===== src/sv/agss_pkg.sv =====
// Shared types and constants for the adaptive gain speed smoother.
package agss_pkg;

  // Field widths.
  localparam int DATA_W    = 16;
  localparam int GAIN_W    = 15;
  localparam int FRAC_BITS = 16;

  // Divider sizing follows from the sample, fraction and gain widths.
  localparam int DIVD_W = DATA_W + FRAC_BITS;
  localparam int ACC_W  = DIVD_W + 1;
  localparam int REM_W  = GAIN_W + 1;
  localparam int CNT_W  = $clog2(DIVD_W);

  // Configuration register indexes.
  localparam int            CFG_IDX_W     = 1;
  localparam [CFG_IDX_W-1:0] REG_MAX_GAIN  = 1'd0;
  localparam [CFG_IDX_W-1:0] REG_THRESHOLD = 1'd1;

  // Operation codes.
  localparam logic OP_INIT   = 1'b0;
  localparam logic OP_SAMPLE = 1'b1;

  // Reset and limit values.
  localparam [GAIN_W-1:0] MAX_GAIN_RST  = 15'd8;
  localparam [GAIN_W-1:0] THRESHOLD_RST = 15'd100;
  localparam [GAIN_W-1:0] MIN_DIVISOR   = 15'd2;

  // Sequencer states.
  typedef enum logic [2:0] {
    ST_IDLE,
    ST_DIFF,
    ST_DIV,
    ST_NEG,
    ST_ACC,
    ST_ADAPT,
    ST_DONE
  } state_t;

endpackage


===== src/sv/adaptive_gain_speed_smoother.sv =====
// A sample word runs through the difference, divide (32 restoring divider steps), sign,
// accumulate and adapt states; an init word goes from the difference step straight to done.
// The result waits in the done state only while the previous result has not yet been taken.
// The block takes no new word until the current one has been handed to the output register.
// Synchronous active-low reset: filtered value and fraction zero, divisor 2, previous
// difference zero, max_gain 8, threshold 100, no result pending.
module adaptive_gain_speed_smoother (
  input  logic                               clk,
  input  logic                               rst_n,
  // Input channel.
  input  logic                               in_valid,
  output logic                               in_ready,
  input  logic                               in_opcode,
  input  logic signed [agss_pkg::DATA_W-1:0] in_sample,
  // Result channel.
  output logic                               out_valid,
  input  logic                               out_ready,
  output logic signed [agss_pkg::DATA_W-1:0] out_filtered,
  output logic        [agss_pkg::GAIN_W-1:0] out_divisor,
  // Configuration write channel.
  input  logic                               cfg_valid,
  output logic                               cfg_ready,
  input  logic     [agss_pkg::CFG_IDX_W-1:0] cfg_index,
  input  logic        [agss_pkg::GAIN_W-1:0] cfg_data
);

  localparam int DW = agss_pkg::DATA_W;
  localparam int GW = agss_pkg::GAIN_W;
  localparam int FB = agss_pkg::FRAC_BITS;
  localparam int VW = agss_pkg::DIVD_W;
  localparam int AW = agss_pkg::ACC_W;
  localparam int RW = agss_pkg::REM_W;
  localparam int CW = agss_pkg::CNT_W;

  // Sequencer and result handshake.
  agss_pkg::state_t state_r, state_nxt;
  logic             out_valid_r, out_valid_nxt;

  // Configuration registers.
  logic [GW-1:0] max_gain_r, max_gain_nxt;
  logic [GW-1:0] threshold_r, threshold_nxt;

  // Filter state.
  logic [DW-1:0] filt_r, filt_nxt;
  logic [FB-1:0] frac_r, frac_nxt;
  logic [GW-1:0] divisor_r, divisor_nxt;
  logic [DW-1:0] prev_diff_r, prev_diff_nxt;

  // Per-word working registers.
  logic          opcode_r, opcode_nxt;
  logic [DW-1:0] sample_r, sample_nxt;
  logic [DW-1:0] diff_r, diff_nxt;
  logic [VW-1:0] dq_r, dq_nxt;
  logic [RW-1:0] rem_r, rem_nxt;
  logic [CW-1:0] cnt_r, cnt_nxt;

  // Result register.
  logic [DW-1:0] res_filt_r, res_filt_nxt;
  logic [GW-1:0] res_div_r, res_div_nxt;

  // Combinational helpers.
  logic          in_acc;
  logic          out_free;
  logic [GW-1:0] gain_cap;
  logic [DW-1:0] diff_calc;
  logic [DW-1:0] diff_mag;
  logic [DW-1:0] resid;
  logic [RW-1:0] rem_shift;
  logic [RW:0]   trial;
  logic [AW-1:0] acc;
  logic          reach;
  logic          opposed;
  logic          halve;
  logic [GW-1:0] half_div;
  logic [GW:0]   dbl_div;

  assign in_ready     = (state_r == agss_pkg::ST_IDLE);
  assign cfg_ready    = 1'b1;
  assign out_valid    = out_valid_r;
  assign out_filtered = res_filt_r;
  assign out_divisor  = res_div_r;

  assign in_acc   = in_valid && in_ready;
  assign out_free = !out_valid_r || out_ready;

  // A max_gain below two behaves as two.
  assign gain_cap = (max_gain_r < agss_pkg::MIN_DIVISOR) ? agss_pkg::MIN_DIVISOR : max_gain_r;

  // Difference and its magnitude; the most negative value maps onto its own bit pattern,
  // which read unsigned is the correct magnitude.
  assign diff_calc = sample_r - filt_r;
  assign diff_mag  = diff_r[DW-1] ? (~diff_r + 1'b1) : diff_r;

  // One restoring division step: shift in the next dividend bit and trial subtract.
  assign rem_shift = {rem_r[RW-2:0], dq_r[VW-1]};
  assign trial     = {1'b0, rem_shift} - {2'b00, divisor_r};

  // Signed quotient plus the zero-extended carried fraction.
  assign acc = {dq_r[VW-1], dq_r} + {{(AW-FB){1'b0}}, frac_r};

  // Adaptation decision.
  assign resid    = sample_r - filt_r;
  assign reach    = (diff_mag >= {{(DW-GW){1'b0}}, threshold_r});
  assign opposed  = (resid[DW-1] && !prev_diff_r[DW-1] && (prev_diff_r != '0)) ||
                    (!resid[DW-1] && (resid != '0) && prev_diff_r[DW-1]);
  assign halve    = reach && !opposed;
  assign half_div = divisor_r >> 1;
  assign dbl_div  = {divisor_r, 1'b0};

  // Sequencer, datapath and configuration next-state logic.
  always_comb begin
    state_nxt     = state_r;
    out_valid_nxt = out_valid_r;
    max_gain_nxt  = max_gain_r;
    threshold_nxt = threshold_r;
    filt_nxt      = filt_r;
    frac_nxt      = frac_r;
    divisor_nxt   = divisor_r;
    prev_diff_nxt = prev_diff_r;
    opcode_nxt    = opcode_r;
    sample_nxt    = sample_r;
    diff_nxt      = diff_r;
    dq_nxt        = dq_r;
    rem_nxt       = rem_r;
    cnt_nxt       = cnt_r;
    res_filt_nxt  = res_filt_r;
    res_div_nxt   = res_div_r;

    // The pending result leaves when the consumer takes it.
    if (out_valid_r && out_ready) begin
      out_valid_nxt = 1'b0;
    end

    // Configuration writes.
    if (cfg_valid && cfg_ready) begin
      unique case (cfg_index)
        agss_pkg::REG_MAX_GAIN:  max_gain_nxt  = cfg_data;
        agss_pkg::REG_THRESHOLD: threshold_nxt = cfg_data;
        default: ;
      endcase
    end

    unique case (state_r)
      agss_pkg::ST_IDLE: begin
        if (in_acc) begin
          opcode_nxt = in_opcode;
          sample_nxt = in_sample;
          state_nxt  = agss_pkg::ST_DIFF;
        end
      end

      // Init clears the filter and sets the divisor to the capped gain; a sample loads the divider.
      agss_pkg::ST_DIFF: begin
        if (opcode_r == agss_pkg::OP_INIT) begin
          filt_nxt    = '0;
          frac_nxt    = '0;
          divisor_nxt = gain_cap;
          state_nxt   = agss_pkg::ST_DONE;
        end else begin
          diff_nxt  = diff_calc;
          dq_nxt    = {(diff_calc[DW-1] ? (~diff_calc + 1'b1) : diff_calc), {FB{1'b0}}};
          rem_nxt   = '0;
          cnt_nxt   = CW'(VW - 1);
          state_nxt = agss_pkg::ST_DIV;
        end
      end

      // One quotient bit per cycle.
      agss_pkg::ST_DIV: begin
        if (!trial[RW]) begin
          rem_nxt = trial[RW-1:0];
        end else begin
          rem_nxt = rem_shift;
        end
        dq_nxt = {dq_r[VW-2:0], !trial[RW]};
        if (cnt_r == '0) begin
          state_nxt = agss_pkg::ST_NEG;
        end else begin
          cnt_nxt = cnt_r - 1'b1;
        end
      end

      // Truncation toward zero: negate the magnitude quotient for a negative difference.
      agss_pkg::ST_NEG: begin
        if (diff_r[DW-1]) begin
          dq_nxt = ~dq_r + 1'b1;
        end
        state_nxt = agss_pkg::ST_ACC;
      end

      // Keep the low bits as the new fraction and add the integer part to the output.
      agss_pkg::ST_ACC: begin
        frac_nxt  = acc[FB-1:0];
        filt_nxt  = filt_r + acc[FB+DW-1:FB];
        state_nxt = agss_pkg::ST_ADAPT;
      end

      // Halve towards a floor of two, or double up to the cap.
      agss_pkg::ST_ADAPT: begin
        if (halve) begin
          divisor_nxt = (half_div < agss_pkg::MIN_DIVISOR) ? agss_pkg::MIN_DIVISOR : half_div;
        end else begin
          divisor_nxt = (dbl_div > {1'b0, gain_cap}) ? gain_cap : dbl_div[GW-1:0];
        end
        prev_diff_nxt = diff_r;
        state_nxt     = agss_pkg::ST_DONE;
      end

      // Hand the word to the result register once it is free.
      agss_pkg::ST_DONE: begin
        if (out_free) begin
          res_filt_nxt  = filt_r;
          res_div_nxt   = divisor_r;
          out_valid_nxt = 1'b1;
          state_nxt     = agss_pkg::ST_IDLE;
        end
      end

      default: state_nxt = agss_pkg::ST_IDLE;
    endcase
  end

  // Control, configuration and filter state, set to their reset values by reset.
  always_ff @(posedge clk) begin
    if (!rst_n) begin
      state_r     <= agss_pkg::ST_IDLE;
      out_valid_r <= 1'b0;
      max_gain_r  <= agss_pkg::MAX_GAIN_RST;
      threshold_r <= agss_pkg::THRESHOLD_RST;
      filt_r      <= '0;
      frac_r      <= '0;
      divisor_r   <= agss_pkg::MIN_DIVISOR;
      prev_diff_r <= '0;
      cnt_r       <= '0;
    end else begin
      state_r     <= state_nxt;
      out_valid_r <= out_valid_nxt;
      max_gain_r  <= max_gain_nxt;
      threshold_r <= threshold_nxt;
      filt_r      <= filt_nxt;
      frac_r      <= frac_nxt;
      divisor_r   <= divisor_nxt;
      prev_diff_r <= prev_diff_nxt;
      cnt_r       <= cnt_nxt;
    end
  end

  // Payload registers.
  always_ff @(posedge clk) begin
    opcode_r   <= opcode_nxt;
    sample_r   <= sample_nxt;
    diff_r     <= diff_nxt;
    dq_r       <= dq_nxt;
    rem_r      <= rem_nxt;
    res_filt_r <= res_filt_nxt;
    res_div_r  <= res_div_nxt;
  end

  // The divisor never falls below its floor, so the divider never sees zero.
  a_div_floor: assert property (@(posedge clk) disable iff (!rst_n)
    divisor_r >= agss_pkg::MIN_DIVISOR)
    else $error("divisor below floor");

  // The partial remainder stays below the divisor throughout the division.
  a_rem_bound: assert property (@(posedge clk) disable iff (!rst_n)
    (state_r == agss_pkg::ST_DIV) |-> (rem_r < {1'b0, divisor_r}))
    else $error("remainder not below divisor");

  // An accepted word always enters the difference step next.
  a_accept_seq: assert property (@(posedge clk) disable iff (!rst_n)
    in_acc |=> (state_r == agss_pkg::ST_DIFF))
    else $error("accepted word not sequenced");

  // The last division step is followed by the sign correction.
  a_div_end: assert property (@(posedge clk) disable iff (!rst_n)
    (state_r == agss_pkg::ST_DIV && cnt_r == '0) |=> (state_r == agss_pkg::ST_NEG))
    else $error("division did not finish");

  // Leaving the done state always presents a result.
  a_done_out: assert property (@(posedge clk) disable iff (!rst_n)
    (state_r == agss_pkg::ST_DONE && out_free) |=> (out_valid_r && in_ready))
    else $error("result not presented");

endmodule


===== config.mk =====
export PLATFORM = sky130hd
export DESIGN_NAME = adaptive_gain_speed_smoother
export DESIGN_NICKNAME = d
export VERILOG_FILES = /design/src/sv/agss_pkg.sv /design/src/sv/adaptive_gain_speed_smoother.sv
export SDC_FILE = /design/constraint.sdc
export NUM_CORES = 1
export LEC_CHECK = 0
export ABC_AREA = 1
export BUFFER_PORTS_ARGS = -buffer_cell sky130_fd_sc_hd__buf_2
export CORE_MARGIN = 2
export CORE_UTILIZATION = 35
export CTS_CLUSTER_DIAMETER = 100
export DETAILED_ROUTE_END_ITERATION = 6
export SKIP_LAST_GASP = 1
export SYNTH_ARGS = -nofsm -noshare
export SYNTH_HDL_FRONTEND = slang
export SYNTH_SLANG_ARGS = --single-unit

===== constraint.sdc =====
create_clock -name clk -period 4.8 [get_ports clk]
set_clock_uncertainty 0.15 [all_clocks]
set_input_delay 0.48 -clock clk [delete_from_list [all_inputs] [get_ports clk]]
set_output_delay 0.48 -clock clk [all_outputs]
set_load 0.01 [all_outputs]

==> qor.json, run 1 <==
{
  "status": {
    "result_of_the_run": "complete, no violations"
  },
  "worst_setup_path": {
    "cpMostUsedCell": "sky130_fd_sc_hd__nand2_1",
    "crit_path_max_incr_delay_ns": 0.49,
    "worstPathMaxFanout": 7,
    "timing.critical_path.to_type": "flop",
    "crit_type": "reg -> reg",
    "worst-endpoint-arrival_ns": 4.46,
    "r2r.worst_path.cells": 26,
    "start_kind": "flop",
    "worstPathRequired_ns": 5.04,
    "cpMaxStageDelayCell": "sky130_fd_sc_hd__edfxtp_1"
  },
  "cells_and_area": {
    "fillCellCount": 3960,
    "area_delta_synth_final_pct": 14.1,
    "antenna-diode-count": 0,
    "share_of_cells_above_drive_strength_1_pct": 9.96,
    "fin_nets": 2009
  },
  "sta": {
    "min_period_ns": 4.22,
    "final.period_utilization_pct": 87.9,
    "hold_violations": 0,
    "tns_ns": 0,
    "final.setup.worst_slack_ns": 0.582,
    "rsz_0062_raised_after_global_routing": "no",
    "max_clock_freq_ghz": 0.237,
    "max_slew_violation_count": 0,
    "worstMarginPinSlew_ns": 1.01,
    "timing.slew.headroom_pct": 32.2,
    "setup_viol_count_final": 0
  },
  "power": {
    "totalPowerFinal_uw": 10400,
    "ir_drop_mv": 0.312,
    "share_seq_of_total_power_pct": 30.2,
    "clkPwrFrac_pct": 19.1,
    "total_switching_power_uw": 4900,
    "leakage_power_uw": 0.00660,
    "cellInternalPower_uw": 5500,
    "sw_frac_of_total_pct": 47.1,
    "comb_power_share_pct": 50.8,
    "powerDensity_nw_per_um2": 664
  },
  "place": {
    "io_buffer_count": 70,
    "dp_hpwl_um": 27500,
    "globalplace.congestion": 0.870,
    "pre_cts_ws_ns": 0.559
  },
  "drt": {
    "drt-initial-drc-count": 644,
    "dr_total_vias": 12400,
    "drcViolationCount": 0,
    "detail_route.wl_per_cell_um": 15.7,
    "routed_wl_um": 37800,
    "drtAntennaViolNets": 0,
    "first_pass_iters": 5,
    "vias_per_cell": 5.15
  },
  "logic_synthesis": {
    "synthTopCellsByArea": "sky130_fd_sc_hd__edfxtp_1, sky130_fd_sc_hd__dfxtp_1, sky130_fd_sc_hd__ha_1",
    "netlist_instances": 1796,
    "yosysSeqAreaShare_pct": 39.2,
    "syn-mean-instance-area_um2": 7.64,
    "postSynthNetCount": 1936,
    "synth_enable_flop_cells": 111,
    "async_reset_ff_share_pct": 0,
    "ys_warn_count": 0,
    "synth.largest_area_cell": "sky130_fd_sc_hd__edfxtp_1",
    "synth.most_common_cell": "sky130_fd_sc_hd__nand2_1",
    "synth.ff_latch_count": 213,
    "yosys-top-cells-count": "sky130_fd_sc_hd__nand2_1, sky130_fd_sc_hd__inv_1, sky130_fd_sc_hd__a21oi_1",
    "synthDominantCellAreaShare_pct": 24.3,
    "library_cells_used_by_synthesis": 52,
    "postSynth.topFlopCell": "sky130_fd_sc_hd__edfxtp_1",
    "mappedNetlistArea_um2": 13700
  },
  "die": {
    "core-area_um2": 38600,
    "die_width_um": 202,
    "dieArea_um2": 40800,
    "initial_core_util_pct": 35.5,
    "num_io_pins": 72,
    "die_height_um": 202,
    "std_cell_rows": 72
  },
  "clocking": {
    "cts.root.buffer_cell": "sky130_fd_sc_hd__clkbuf_16",
    "clk_transition_reported_paths_ns": 0.06,
    "cts_setup_buffers": 0,
    "clk-insertion-delay-late_ns": 0.56,
    "tritoncts": "built",
    "clock_sink_count": 213,
    "cts_buffers": 25,
    "clock_tree.buffer_depth": 3,
    "htree_num_levels": 1
  },
  "global_route": {
    "antenna_found_initial": 0,
    "gr-usage-all-layers_pct": 18.1,
    "grt_first_pass_wirelength_um": 60200,
    "grt_pass1_vias": 11600,
    "global_route.overflow_total": 0,
    "pin_count_of_the_biggest_net_entering_global_routing": 62
  },
  "worst_hold_path": {
    "hold_path.class": "in -> reg",
    "hold_path_depth": 3
  },
  "job": {
    "max-cap-violations": 0
  }
}
==> state kept, by name, summed over array words and instances, names as in the netlist <==
| signal | flops |
|---|---|
| state_r | 3 |
| frac_r | 16 |
| cnt_r | 5 |
| out_valid | 1 |
| max_gain_r | 15 |
| out_divisor | 15 |
| filt_r | 16 |
| prev_diff_r | 16 |
| sample_r | 16 |
| threshold_r | 15 |
| out_filtered | 16 |
| divisor_r | 15 |
| rem_r | 15 |
| diff_r | 16 |
| dq_r | 32 |
| opcode_r | 1 |
==> metrics by stage <==
stage                     instances  hold slack [ns]  utilization, %  cell area (um2)
after floorplan                1796            0.258               -            13700
after global placement         2340            0.261            37.8            14600
after detailed placement       2340            0.281            37.8            14600
after CTS                      2406          0.00843            40.5            15700
after global routing           2406           0.0360            40.5            15700
final                          2406           0.0355            40.5            15700
==> placed cells by master (no fill, tap or decap), types with 6 or more instances in the layout <==
cell / synthesis / layout
sky130_fd_sc_hd__o31ai_1: 6 / 6
sky130_fd_sc_hd__nand2_2: 18 / 18
sky130_fd_sc_hd__inv_1: 258 / 258
sky130_fd_sc_hd__nor2_1: 134 / 131
sky130_fd_sc_hd__buf_4: 2 / 10
sky130_fd_sc_hd__buf_2: 5 / 70
sky130_fd_sc_hd__o21ai_0: 170 / 169
sky130_fd_sc_hd__ha_1: 98 / 98
sky130_fd_sc_hd__or2_2: 9 / 9
sky130_fd_sc_hd__nand3_1: 103 / 103
sky130_fd_sc_hd__nand2_1: 299 / 299
sky130_fd_sc_hd__nor3_1: 40 / 39
sky130_fd_sc_hd__nand4_1: 24 / 24
sky130_fd_sc_hd__a31oi_1: 12 / 12
sky130_fd_sc_hd__xnor2_1: 7 / 7
sky130_fd_sc_hd__edfxtp_1: 111 / 111
sky130_fd_sc_hd__nor2_2: 6 / 7
sky130_fd_sc_hd__xor2_1: 34 / 34
sky130_fd_sc_hd__a21oi_2: 6 / 6
sky130_fd_sc_hd__clkbuf_16: 0 / 28
sky130_fd_sc_hd__inv_2: 8 / 8
sky130_fd_sc_hd__a21oi_1: 195 / 195
sky130_fd_sc_hd__o22ai_1: 13 / 13
sky130_fd_sc_hd__nand3b_1: 7 / 7
sky130_fd_sc_hd__nor4_1: 9 / 9
sky130_fd_sc_hd__dfxtp_1: 102 / 102
sky130_fd_sc_hd__dlygate4sd3_1: 0 / 20
sky130_fd_sc_hd__o211ai_1: 16 / 16
==> final timing paths <==
path,startpoint,end,slack [ns]
worst max-delay path,dq_r[9]$_DFFE_PP_,filt_r[12]$_SDFFE_PN0P_,0.58
worst max register to register,dq_r[9]$_DFFE_PP_,filt_r[12]$_SDFFE_PN0P_,0.58
worst min-delay path,cfg_data[5],threshold_r[5]$_SDFFE_PN1P_,0.04
worst min register to register,divisor_r[14]$_SDFFE_PN0P_,out_divisor[14]$_DFFE_PP_,0.29
==> power by group through the flow <==
stage | clock network, uW | registers [uW] | logic [uW]
6_report | 1980 | 3140 | 5280
3_3_place_gp | 0 | 3150 | 5130
3_5_place_dp | 0 | 3160 | 5220
2_1_floorplan | 0 | 2950 | 4080
4_1_cts | 2030 | 3130 | 5260
5_1_grt | 2100 | 3200 | 6000
==> cell type report <==
type	count	area [um2]	area share (%)
inverter	269	1010	6.45
clock buffer	32	733	4.68
timing repair buffer	100	626	4.00
multi-input combinational	1260	7130	45.6
sequential	213	5380	34.3
tap	518	648	4.14
clock inverter	14	129	0.823
==> cell families (layout without fill, tap and decap cells) <==
| kind of cell | Yosys count | after routing | synth area share [%] |
|---|---|---|---|
| xor+xnor | 41 | 41 | 2.62 |
| other cells | 1 | 1 | 0.0273 |
| simple gates | 659 | 659 | 21.2 |
| flops | 213 | 213 | 39.2 |
| compound gates | 457 | 457 | 18.3 |
| buf+inv | 323 | 415 | 9.13 |
| fa+ha+maj | 102 | 102 | 9.52 |
==> critical path, delay by kind of cell (launching register included) <==
family,cells,cell delay [ns]
DFF,1,0.49
adders and majority gates,3,0.97
xor gates and xnor gates,1,0.18
and+or+nand+nor,15,1.49
AOI/OAI and AO/OA,4,0.57
buffers and inverters,3,0.22
==> routing by layer <==
layer	GRT usage [%]	routed length, um	up-vias
li1	-	-	6260
met4	5.67	1100	0
met2	29.5	17000	289
met5	0	0	-
met1	24.9	18000	5766
met3	2.52	1760	68
==> what timing repair did <==
action                     4_1_cts  5_1_grt
hold buffers                    20        0
gates resized for setup          0        1
setup endpoints to repair        0        1
hold endpoints to repair        20        0
No activity file was read; power rests on OpenSTA's default activity.
==> inputs of run 2 (changes only) <==
ABC_AREA = 0   (was 1)
==> qor.json, run 2 <==
{
  "status": {
    "result_of_the_run": "complete, no violations"
  },
  "cells_and_area": {
    "largest_register_ff_count": 32,
    "fin_nets": 1742,
    "antenna-diode-count": 0,
    "share_of_cells_above_drive_strength_1_pct": 13.1,
    "final_common_cell": "sky130_fd_sc_hd__nand2_1",
    "finalCoreUtilization_pct": 41.6,
    "largest_register": "dq_r",
    "layout_common_cells": "sky130_fd_sc_hd__nand2_1, sky130_fd_sc_hd__nor2_1, sky130_fd_sc_hd__edfxtp_1, sky130_fd_sc_hd__dfxtp_1",
    "area_delta_synth_final_pct": 17.0,
    "design_area_um2": 15700
  },
  "die": {
    "core-area_um2": 37700,
    "num_io_pins": 72,
    "die_width_um": 200,
    "die_height_um": 200,
    "std_cell_rows": 71,
    "initial_core_util_pct": 35.5,
    "dieArea_um2": 39800
  },
  "logic_synthesis": {
    "postSynth.topFlopCell": "sky130_fd_sc_hd__edfxtp_1",
    "synth.most_common_cell": "sky130_fd_sc_hd__nand2_1",
    "synthDominantCellAreaShare_pct": 24.9,
    "synth.ff_latch_count": 213,
    "yosys-top-cells-count": "sky130_fd_sc_hd__nand2_1, sky130_fd_sc_hd__nor2_1, sky130_fd_sc_hd__edfxtp_1",
    "synthTopCellsByArea": "sky130_fd_sc_hd__edfxtp_1, sky130_fd_sc_hd__dfxtp_1, sky130_fd_sc_hd__ha_1",
    "async_reset_ff_share_pct": 0,
    "syn-mean-instance-area_um2": 8.89,
    "yosysSeqAreaShare_pct": 40.2,
    "synth.largest_area_cell": "sky130_fd_sc_hd__edfxtp_1",
    "mappedNetlistArea_um2": 13400,
    "library_cells_used_by_synthesis": 74,
    "ys_warn_count": 0,
    "netlist_instances": 1505,
    "postSynthNetCount": 1645,
    "synth_enable_flop_cells": 111
  },
  "worst_hold_path": {
    "whs_endpoint": "opcode_r$_DFFE_PP_",
    "hold_path_depth": 1,
    "hold_path.startpoint": "in_opcode",
    "hold_path.class": "in -> reg"
  },
  "sta": {
    "min_period_ns": 4.73,
    "hold_violations": 0,
    "worstMarginPinSlew_ns": 1.21,
    "rsz_0062_raised_after_global_routing": "yes",
    "final.setup.worst_slack_ns": 0.0656,
    "timing.slew.headroom_pct": 18.3,
    "final.period_utilization_pct": 98.6,
    "setup_viol_count_final": 0,
    "max_slew_violation_count": 0,
    "max_clock_freq_ghz": 0.211
  },
  "drt": {
    "vias_per_cell": 5.29,
    "drcViolationCount": 0,
    "routed_wl_um": 34400,
    "drtAntennaViolNets": 0,
    "first_pass_iters": 5,
    "dr_total_vias": 11300,
    "drt-initial-drc-count": 553,
    "detail_route.wl_per_cell_um": 16.2
  },
  "global_route": {
    "grt_first_pass_wirelength_um": 54900,
    "antenna_found_initial": 0,
    "pin_count_of_the_biggest_net_entering_global_routing": 73,
    "grt_pass1_vias": 10800,
    "gr-usage-all-layers_pct": 17.1,
    "global_route.overflow_total": 0
  },
  "worst_setup_path": {
    "start_kind": "flop",
    "worstPathRequired_ns": 5.07,
    "crit_type": "reg -> reg",
    "worst-endpoint-arrival_ns": 5.00,
    "r2r_setup_slack_ns": 0.07,
    "timing.critical_path.from": "dq_r[0]$_DFFE_PP_",
    "rr_startpoint": "dq_r[0]$_DFFE_PP_",
    "worstPathMaxFanout": 2,
    "r2r.worst_path.cells": 25,
    "timing.rr.end": "filt_r[14]$_SDFFE_PN0P_",
    "timing.critical_path.to_type": "flop"
  },
  "clocking": {
    "clk_transition_reported_paths_ns": 0.06,
    "clk-insertion-delay-late_ns": 0.54,
    "tritoncts": "built",
    "htree_num_levels": 1,
    "clock_tree.buffer_depth": 3,
    "clock_sink_count": 213,
    "cts_buffers": 24,
    "cts.root.buffer_cell": "sky130_fd_sc_hd__clkbuf_16"
  },
  "place": {
    "globalplace.congestion": 0.885,
    "io_buffer_count": 70,
    "dp_hpwl_um": 24100,
    "dpl_cell_area_um2": 14500,
    "pre_cts_ws_ns": -0.361
  },
  "power": {
    "share_seq_of_total_power_pct": 38.3,
    "cellInternalPower_uw": 4070,
    "total_switching_power_uw": 2160,
    "comb_power_share_pct": 31.7,
    "powerDensity_nw_per_um2": 398,
    "ir_drop_mv": 0.259,
    "sw_frac_of_total_pct": 34.6,
    "clkPwrFrac_pct": 29.9,
    "leakage_power_uw": 0.00599
  },
  "job": {
    "max-cap-violations": 0
  }
}
## run 2: power groups by stage
stage / combinational (uW) / sequential, uW / clock (uW)
floorplan: 1480 / 2320 / 0
global placement: 1860 / 2410 / 0
detailed placement: 1910 / 2420 / 0
CTS: 1940 / 2380 / 1900
global route: 2220 / 2410 / 1980
finish: 1970 / 2390 / 1860
## run 2: critical path, stage by stage, from the launching register on
cell                       delay [ns]
sky130_fd_sc_hd__edfxtp_1        0.41
sky130_fd_sc_hd__ha_2            0.22
sky130_fd_sc_hd__inv_2           0.06
sky130_fd_sc_hd__fa_2            0.22
sky130_fd_sc_hd__nor2b_2         0.05
sky130_fd_sc_hd__o21a_1          0.19
sky130_fd_sc_hd__o21ai_2         0.17
sky130_fd_sc_hd__a221oi_2        0.11
sky130_fd_sc_hd__o41ai_4         0.44
sky130_fd_sc_hd__a31oi_4         0.15
sky130_fd_sc_hd__a21o_1          0.19
sky130_fd_sc_hd__a21oi_2         0.13
sky130_fd_sc_hd__xnor2_1         0.14
sky130_fd_sc_hd__ha_2            0.22
sky130_fd_sc_hd__inv_2           0.04
sky130_fd_sc_hd__fa_2            0.34
sky130_fd_sc_hd__nand3b_1        0.19
sky130_fd_sc_hd__a21o_1          0.22
sky130_fd_sc_hd__a21oi_2         0.17
sky130_fd_sc_hd__o21ai_2         0.08
sky130_fd_sc_hd__a21oi_2         0.14
sky130_fd_sc_hd__a31o_2          0.19
sky130_fd_sc_hd__a21o_1          0.14
sky130_fd_sc_hd__a21oi_2         0.07
sky130_fd_sc_hd__xor2_1          0.13
sky130_fd_sc_hd__o21ai_1         0.08
## run 2: worst max-delay path by stage
stage / endpoint / slack (ns) / cells past startpoint
5_1_grt: filt_r[14]$_SDFFE_PN0P_ / -0.14 / 25
6_report: filt_r[14]$_SDFFE_PN0P_ / 0.07 / 25
4_1_cts: filt_r[14]$_SDFFE_PN0P_ / 0.007 / 26
2_1_floorplan: filt_r[14]$_SDFFE_PN0P_ / 0.02 / 25
3_3_place_gp: filt_r[15]$_SDFFE_PN0P_ / -0.26 / 25
3_5_place_dp: filt_r[14]$_SDFFE_PN0P_ / -0.36 / 26
## run 2: area by class of cell
cell class / instances / area, um2
Clock buffer: 29 / 639
Sequential cell: 213 / 5380
Tap cell: 511 / 639
Multi-Input combinational cell: 1128 / 7550
Fill cell: 3736 / 22000
Inverter: 94 / 353
Timing Repair Buffer: 141 / 943
Clock inverter: 15 / 155
## run 2: cell families (layout without fill, tap and decap cells)
kind of cell / after synthesis / in the layout / share of synthesized area, %
AOI/OAI and AO/OA: 391 / 391 / 19.3
xor gates and xnor gates: 96 / 96 / 6.28
adders and majority gates: 102 / 102 / 9.76
buffers and inverters: 164 / 279 / 4.65
DFF: 213 / 213 / 40.2
muxes: 11 / 11 / 0.823
other: 1 / 1 / 0.0280
and+or+nand+nor: 527 / 527 / 18.9
## run 2: repair_timing
item / 4_1_cts / 5_1_grt
pin swaps: 7 / 25
setup endpoints to repair: 7 / 7
hold endpoints to repair: 16 / 0
hold buffers: 16 / 0
cloned: 0 / 0
gates resized for setup: 14 / 29
buffers inserted: 4 / 8
## run 2: per-layer routing
layer	up-vias	global-route usage [%]	wire, um
li1	5611	-	-
met1	5335	23.7	16200
met2	274	27.8	15600
met3	48	2.43	1680
met4	0	4.83	890
met5	-	0	0
## run 2: through the flow
stage / hold slack (ns) / cells / total power (uW) / setup TNS (ns)
after floorplan: 0.282 / 1505 / 3800 / 0
after global placement: 0.300 / 2061 / 4280 / -0.792
after detailed placement: 0.309 / 2061 / 4320 / -1.31
after CTS: 0.0143 / 2125 / 6220 / 0
after global routing: 0.0280 / 2131 / 6610 / -0.340
final: 0.0515 / 2131 / 6220 / 0
